`src/rtl/two_register_float_calculator_machine_defines.svh`:
```
`ifndef TWO_REGISTER_FLOAT_CALCULATOR_MACHINE_DEFINES_SVH
`define TWO_REGISTER_FLOAT_CALCULATOR_MACHINE_DEFINES_SVH

// Same-cycle implication, clocked on clk_i, off during reset.
`define TRFC_ASSERT(lbl, ante, cons, msg) \
  lbl: assert property (@(posedge clk_i) disable iff (!rst_ni) (ante) |-> (cons)) \
    else $error(msg);

// Next-cycle implication.
`define TRFC_ASSERT_NXT(lbl, ante, cons, msg) \
  lbl: assert property (@(posedge clk_i) disable iff (!rst_ni) (ante) |=> (cons)) \
    else $error(msg);

`endif

```
`src/rtl/trfc_store.sv`:
```
`timescale 1ns / 1ps
module trfc_store #(
  parameter int unsigned WORDS = 64
) (
  input  logic                       clk_i,
  input  logic                       rst_ni,
  input  logic                       wr_en_i,
  input  logic [$clog2(WORDS)-1:0]   wr_addr_i,
  input  logic [63:0]                wr_data_i,
  input  logic                       rd_en_i,
  input  logic [$clog2(WORDS)-1:0]   rd_addr_i,
  output logic [63:0]                rd_data_o,
  output logic                       clr_busy_o
);

  localparam int unsigned AddrW = $clog2(WORDS);

  logic [63:0]      mem [WORDS];
  logic [AddrW-1:0] clr_cnt_q, clr_cnt_d;
  logic             clr_busy_q, clr_busy_d;
  logic [63:0]      rd_data_q;

  always_comb begin
    clr_cnt_d  = clr_cnt_q;
    clr_busy_d = clr_busy_q;
    if (clr_busy_q) begin
      if (clr_cnt_q == AddrW'(WORDS - 1)) begin
        clr_busy_d = 1'b0;
      end else begin
        clr_cnt_d = clr_cnt_q + AddrW'(1);
      end
    end
  end

  always_ff @(posedge clk_i or negedge rst_ni) begin
    if (!rst_ni) begin
      clr_cnt_q  <= '0;
      clr_busy_q <= 1'b1;
    end else begin
      clr_cnt_q  <= clr_cnt_d;
      clr_busy_q <= clr_busy_d;
    end
  end

  // zeroing sweep owns the write port until it finishes
  always_ff @(posedge clk_i) begin
    if (clr_busy_q) begin
      mem[clr_cnt_q] <= '0;
    end else if (wr_en_i) begin
      mem[wr_addr_i] <= wr_data_i;
    end
  end

  always_ff @(posedge clk_i) begin
    if (rd_en_i) begin
      rd_data_q <= mem[rd_addr_i];
    end
  end

  assign rd_data_o  = rd_data_q;
  assign clr_busy_o = clr_busy_q;

endmodule

```
`config.mk`:
```
export PLATFORM = sky130hd
export DESIGN_NAME = trfc_store
export DESIGN_NICKNAME = d
export VERILOG_FILES = /design/src/rtl/two_register_float_calculator_machine_defines.svh /design/src/rtl/trfc_store.sv
export SDC_FILE = /design/constraint.sdc
export NUM_CORES = 2
export LEC_CHECK = 0
export ABC_AREA = 1
export BUFFER_PORTS_ARGS = -buffer_cell sky130_fd_sc_hd__clkbuf_2
export CAP_MARGIN = 20
export CORE_MARGIN = 4
export CORE_UTILIZATION = 30
export CTS_BUF_LIST = sky130_fd_sc_hd__clkbuf_4 sky130_fd_sc_hd__clkbuf_8
export DETAILED_ROUTE_END_ITERATION = 7
export SETUP_SLACK_MARGIN = 0.3
export SYNTH_ARGS = -nofsm -noshare
export SYNTH_HDL_FRONTEND = slang
export SYNTH_SLANG_ARGS = --single-unit
```
`constraint.sdc`:
```
create_clock -name clk_i -period 9.91 [get_ports clk_i]
set_input_delay 1.982 -clock clk_i [delete_from_list [all_inputs] [get_ports clk_i]]
set_output_delay 1.982 -clock clk_i [all_outputs]
set_load 0.02 [all_outputs]
```
# Word level (Yosys, flattened, before mapping)
# Memory sizes are Yosys's and may differ from the RTL's. A register that Yosys moved wholly into a read port is not among the register bits.
# Cells that the tools add are included.
[totals] regBits=7 memories=1 output_inout_bits=65 ram_bits=4096 romBits=0 in_bits=80 word_cells=18 latchBits=0
[mem_list] name="mem" depth=64 width=64 rd=1 rd_ports_with_merged_regs=1 write_ports=1 line="trfc_store.sv:18" source="logic [63:0] mem [WORDS];"
[op_classes] n_mul=0 shift=0 div_mod_pow=0 n_eq_ne=1 n_mux=10 n_reduce_logical=2 n_bitwise=1 magnitude_cmp=0 n_addsub=1
[ops] op="64-bit 2-to-1 mux" n=1
[ops] op="64-bit OR reduction" n=1
[ops] op="1-bit 2-to-1 mux" n=8
[ops] op="6-bit by 1-bit adder with 6-bit output (second input constant)" n=1
[ops] op="6-bit == test (second input constant)" n=1
[ops] op="6-bit 2-to-1 mux" n=1
[ops] op="2-bit AND reduction" n=1
[ops] op="1-bit inverter" n=1

# Longest topological paths before layout
[depth] depth_word=5 mapped_depth=13 ltp_nobuf=9

# Least setup slack after synthesis
# Ideal clock, no wire load.
[synth_timing] path_kind="input port to flip-flop" from="input wr_en_i" to="memory mem[42][0], enable pin" setup_slack_ns=0.418 arrival_time_ns=8.848 required_time_ns=9.266 path_buffers=1 setup_ns=0.644 cell_stages=5 path_cell_list="nand2_1 -> buf_4 -> o21ai_2 -> inv_1 -> nor4_1"
[synth_between] elab_chain_cells=5
[synth_lines] item="from (decl)" line="trfc_store.sv:7" source="input logic wr_en_i,"
[synth_lines] item="1-bit 2-to-1 mux (*)" line="trfc_store.sv:49" source="end else if (wr_en_i) begin"
[synth_lines] item="1-bit 2-to-1 mux (*)" line="trfc_store.sv:47" source="if (clr_busy_q) begin"
[synth_lines] item="1-bit 2-to-1 mux (implied by the code) (*)" line="trfc_store.sv:50" source="mem[wr_addr_i] <= wr_data_i;"
[synth_lines] item="64-bit OR reduction (no source line)"
[synth_lines] item="6-bit 2-to-1 mux (no source line) / 1-bit 2-to-1 mux (equally long branches)"
[synth_lines] item="to (decl)" line="trfc_store.sv:18"
# Mark *: on every way between the ends. The rest lies on a longest branch, timed or not.

# Final worst setup path
[layout_timing] from="input wr_en_i" to="memory mem[14][52], enable pin"
# Same word-level chain as after synthesis.

==> impl_metrics.py <==
metrics = {
    "worst_hold_path": {
        "min_path_type": "flop to flop",
    },
    "pwr": {
        "cellLeakagePower_nw": 68.0,
        "pwr-share-clk_pct": 39.3,
        "p_sw_mw": 8.50,
        "swShare_pct": 23.9,
        "p_int_mw": 27.1,
        "design_power_total_mw": 35.6,
        "ir_worst_vdd_uv": 128,
        "power.share.combinational_pct": 5.9,
        "seqPwrFrac_pct": 54.8,
        "power_per_cell_area_mw_per_mm2": 189,
    },
    "finish": {
        "syn2layout_area_growth_pct": 12.6,
        "num-nets-final": 13900,
        "layout_commonest_cell": "nand2_1",
        "num-fill-cells": 54200,
        "seqCellArea_mm2": 0.125,
        "final_cell_mix": "nand2_1, edfxtp_1, nand3_1",
        "fin_area_mm2": 0.188,
        "drive_gt1_share_pct": 11.0,
        "multi_input_area_mm2": 0.0375,
    },
    "sta": {
        "max_slew_margin_pct": 17.9,
        "clock_skew_ps": 84.4,
        "post-route-period-util_pct": 56.0,
        "fin_crit_ps": 5550,
        "finalHoldViolCount": 0,
        "fmax_ghz": 0.180,
        "worstMarginPinSlew_ps": 1230,
        "rsz0062_at_grt": "no",
        "fin_ws_ps": 4360,
        "worst_hold_slack_ps": 575,
        "fin_setup_tns_ps": 0,
        "report.final.slew_viol_count": 0,
        "final-setup-viol-count": 0,
    },
    "placed_design": {
        "pre_cts_ws_ps": 3230,
        "dp.final_hpwl_um": 266000,
        "port_buffers": 144,
        "place_area_mm2": 0.176,
        "place_congestion": 0.794,
    },
    "clocking": {
        "cts_tree": "built",
        "cts.repair.resized": 0,
        "cts_root_buffer": "clkbuf_8",
        "cts_buffer_depth": 4,
        "clk_latency_ps": 1260,
        "cts.sinks": 4167,
        "post_cts_buffers": 0,
        "cts.clk_slew.worst_paths_ps": 60,
        "cts_buffers": 641,
        "hold_buffers": 0,
        "htreeDepth": 6,
    },
    "grt": {
        "grt_max_degree": 196,
        "first_global_vias": 104000,
        "grtUsageTotal_pct": 17.7,
        "gr-total-overflow": 0,
        "grt_pass1_wl_um": 753000,
        "antenna_found_initial": 23,
    },
    "yosys": {
        "yosysWarnings": 0,
        "ys_ff_latch": 4167,
        "ys_types": 25,
        "synth-xor-area-share_pct": 0.0262,
        "ys_top_cells_by_area": "edfxtp_1, nand3_1, nand2_1",
        "yosysTopAreaCellShare_pct": 74.8,
        "postSynthCellCount": 13600,
        "synth-simple-area-share_pct": 21.8,
        "synth.area.mux_share_pct": 0,
        "avgSynthCellArea_um2": 12.3,
        "post_synth_instance_area_mm2": 0.167,
        "synth_compound_area_share_pct": 0.0247,
        "synth_top_family_by_area": "simple AND/OR/NAND/NOR gates",
        "ys_seq_area_share_pct": 74.9,
        "synth_fa_ha_area_share_pct": 0.00749,
        "synth_top_area_cell": "edfxtp_1",
        "synth_fp_nets": 13700,
    },
    "setup_path": {
        "cp_num_buf_inv": 3,
        "cpLargestDelayFamily": "simple AND/OR/NAND/NOR gates",
        "critPathMaxStageDelay_ps": 1160,
        "cp_max_fo": 30,
        "critPathKind": "input port to flop",
        "arrival_ps": 6350,
        "worst_path_max_delay_cell": "nor2_4",
        "required_ps": 10710,
        "path_common_cell": "buf_4",
        "crit_path_end_kind": "flop",
        "startpoint_type": "input port",
        "crit_chain": "clkbuf_2 -> nand2_4 -> buf_4 -> nand2_1 -> o21ai_2 -> nand4_1 -> nor2_4 -> buf_4",
    },
    "routing": {
        "drt-met1-wl_um": 208000,
        "drt-total-wl_um": 528000,
        "drt-vias-per-instance": 5.11,
        "wl_per_cell_um": 24.3,
        "drtAntennaViolNets": 0,
        "drt_iter0_drc": 14100,
        "highest_layer": "met5",
        "vias": 111000,
        "wl_met2_um": 245000,
        "drt_pass1_iterations": 6,
        "wl_met3_um": 49400,
        "drc_errors": 0,
    },
    "run": {
        "maxCapViolCount": 0,
    },
    "floorplanning": {
        "initial_core_util_pct": 30.2,
        "ios": 145,
        "die_w_um": 754,
        "die_area_mm2": 0.569,
        "coreArea_mm2": 0.554,
        "die_height_um": 754,
        "row_count": 273,
    },
    "run_status": {
        "status": "complete, no violations",
    },
}
==> logic make-up (layout without fill, tap and decap cells) <==
kind of cell,count (synthesis),count (layout)
and+or+nand+nor,8422,8422
DFF,4167,4167
buffers and inverters,986,1664
AOI/OAI and AO/OA,6,6
xor gates and xnor gates,5,5
adders and majority gates,1,1
other,0,9
==> layer usage <==
layer,track usage [%],vias up
met5,0,-
met4,7.76,14
met3,2.99,1121
met2,28.5,5869
met1,23.7,55100
li1,-,48800
==> final timing paths <==
| check | startpoint | endpoint | slack [ps] | cells after the start |
|---|---|---|---|---|
| worst max-delay path | wr_en_i | mem[14][52]$_DFFE_PP_ | 4360 | 8 |
| worst min-delay path | clr_cnt_q[5]$_DFFE_PN0P_ | clr_cnt_q[5]$_DFFE_PN0P_ | 580 | 2 |
| worst max register to register | clr_busy_o$_DFF_PN1_ | mem[14][52]$_DFFE_PP_ | 4830 | 8 |
| worst min register to register | clr_cnt_q[5]$_DFFE_PN0P_ | clr_cnt_q[5]$_DFFE_PN0P_ | 580 | 2 |
| max in group asynchronous | rst_ni | clr_busy_o$_DFF_PN1_ | 9030 | 1 |
| min in group asynchronous | rst_ni | clr_cnt_q[5]$_DFFE_PN0P_ | 630 | 1 |
==> Yosys cell counts <==
master,number
buf_6,69
buf_12,1
nand3_2,1
buf_1,72
xor2_1,5
buf_2,495
nor4_1,8
dfrtp_1,6
ha_1,1
o21ai_0,1
nand4_1,8
clkbuf_1,114
inv_2,2
nor2_1,125
o21ai_2,3
dfstp_2,1
buf_4,150
o21ai_1,2
inv_4,2
edfxtp_1,4160
inv_1,80
nand2_1,4431
buf_8,1
or2_2,1
nand3_1,3848
==> cell type report <==
type / count / share of cell area [%]
Sequential cell: 4167 / 66.5
Multi-Input combinational cell: 8434 / 20.0
Clock buffer: 859 / 5.58
Tap cell: 7425 / 4.94
Timing Repair Buffer: 451 / 1.88
Clock inverter: 270 / 0.925
Inverter: 84 / 0.200
Antenna cell: 9 / 0.0120
==> registers in the layout, indices dropped and copies added, names as in the netlist <==
name,flops
rd_data_o,64
clr_cnt_q,6
mem,4096
clr_busy_o,1
==> tightest hold or removal path: cells and delay by family (launching register included) <==
family | cells | cell delay [ps]
DFF | 1 | 370
buffers and inverters | 1 | 90
xor gates and xnor gates | 1 | 70
==> power groups by stage <==
stage / Sequential, mW / Combinational [mW] / Clock, mW
finish: 19.5 / 2.11 / 14.0
global route: 19.5 / 2.26 / 14.9
CTS: 19.5 / 2.10 / 14.2
detailed placement: 19.9 / 2.10 / 0
global placement: 19.9 / 2.09 / 0
floorplan: 19.9 / 1.24 / 0
==> metrics by stage <==
stage          std cells  util (%)
3_3_place_gp       20600      31.7
3_5_place_dp       20600      31.7
5_1_grt            21700      33.9
6_report           21700      34.0
4_1_cts            21700      33.9
2_1_floorplan      13600         -
Power figures use the tool's default switching activity.
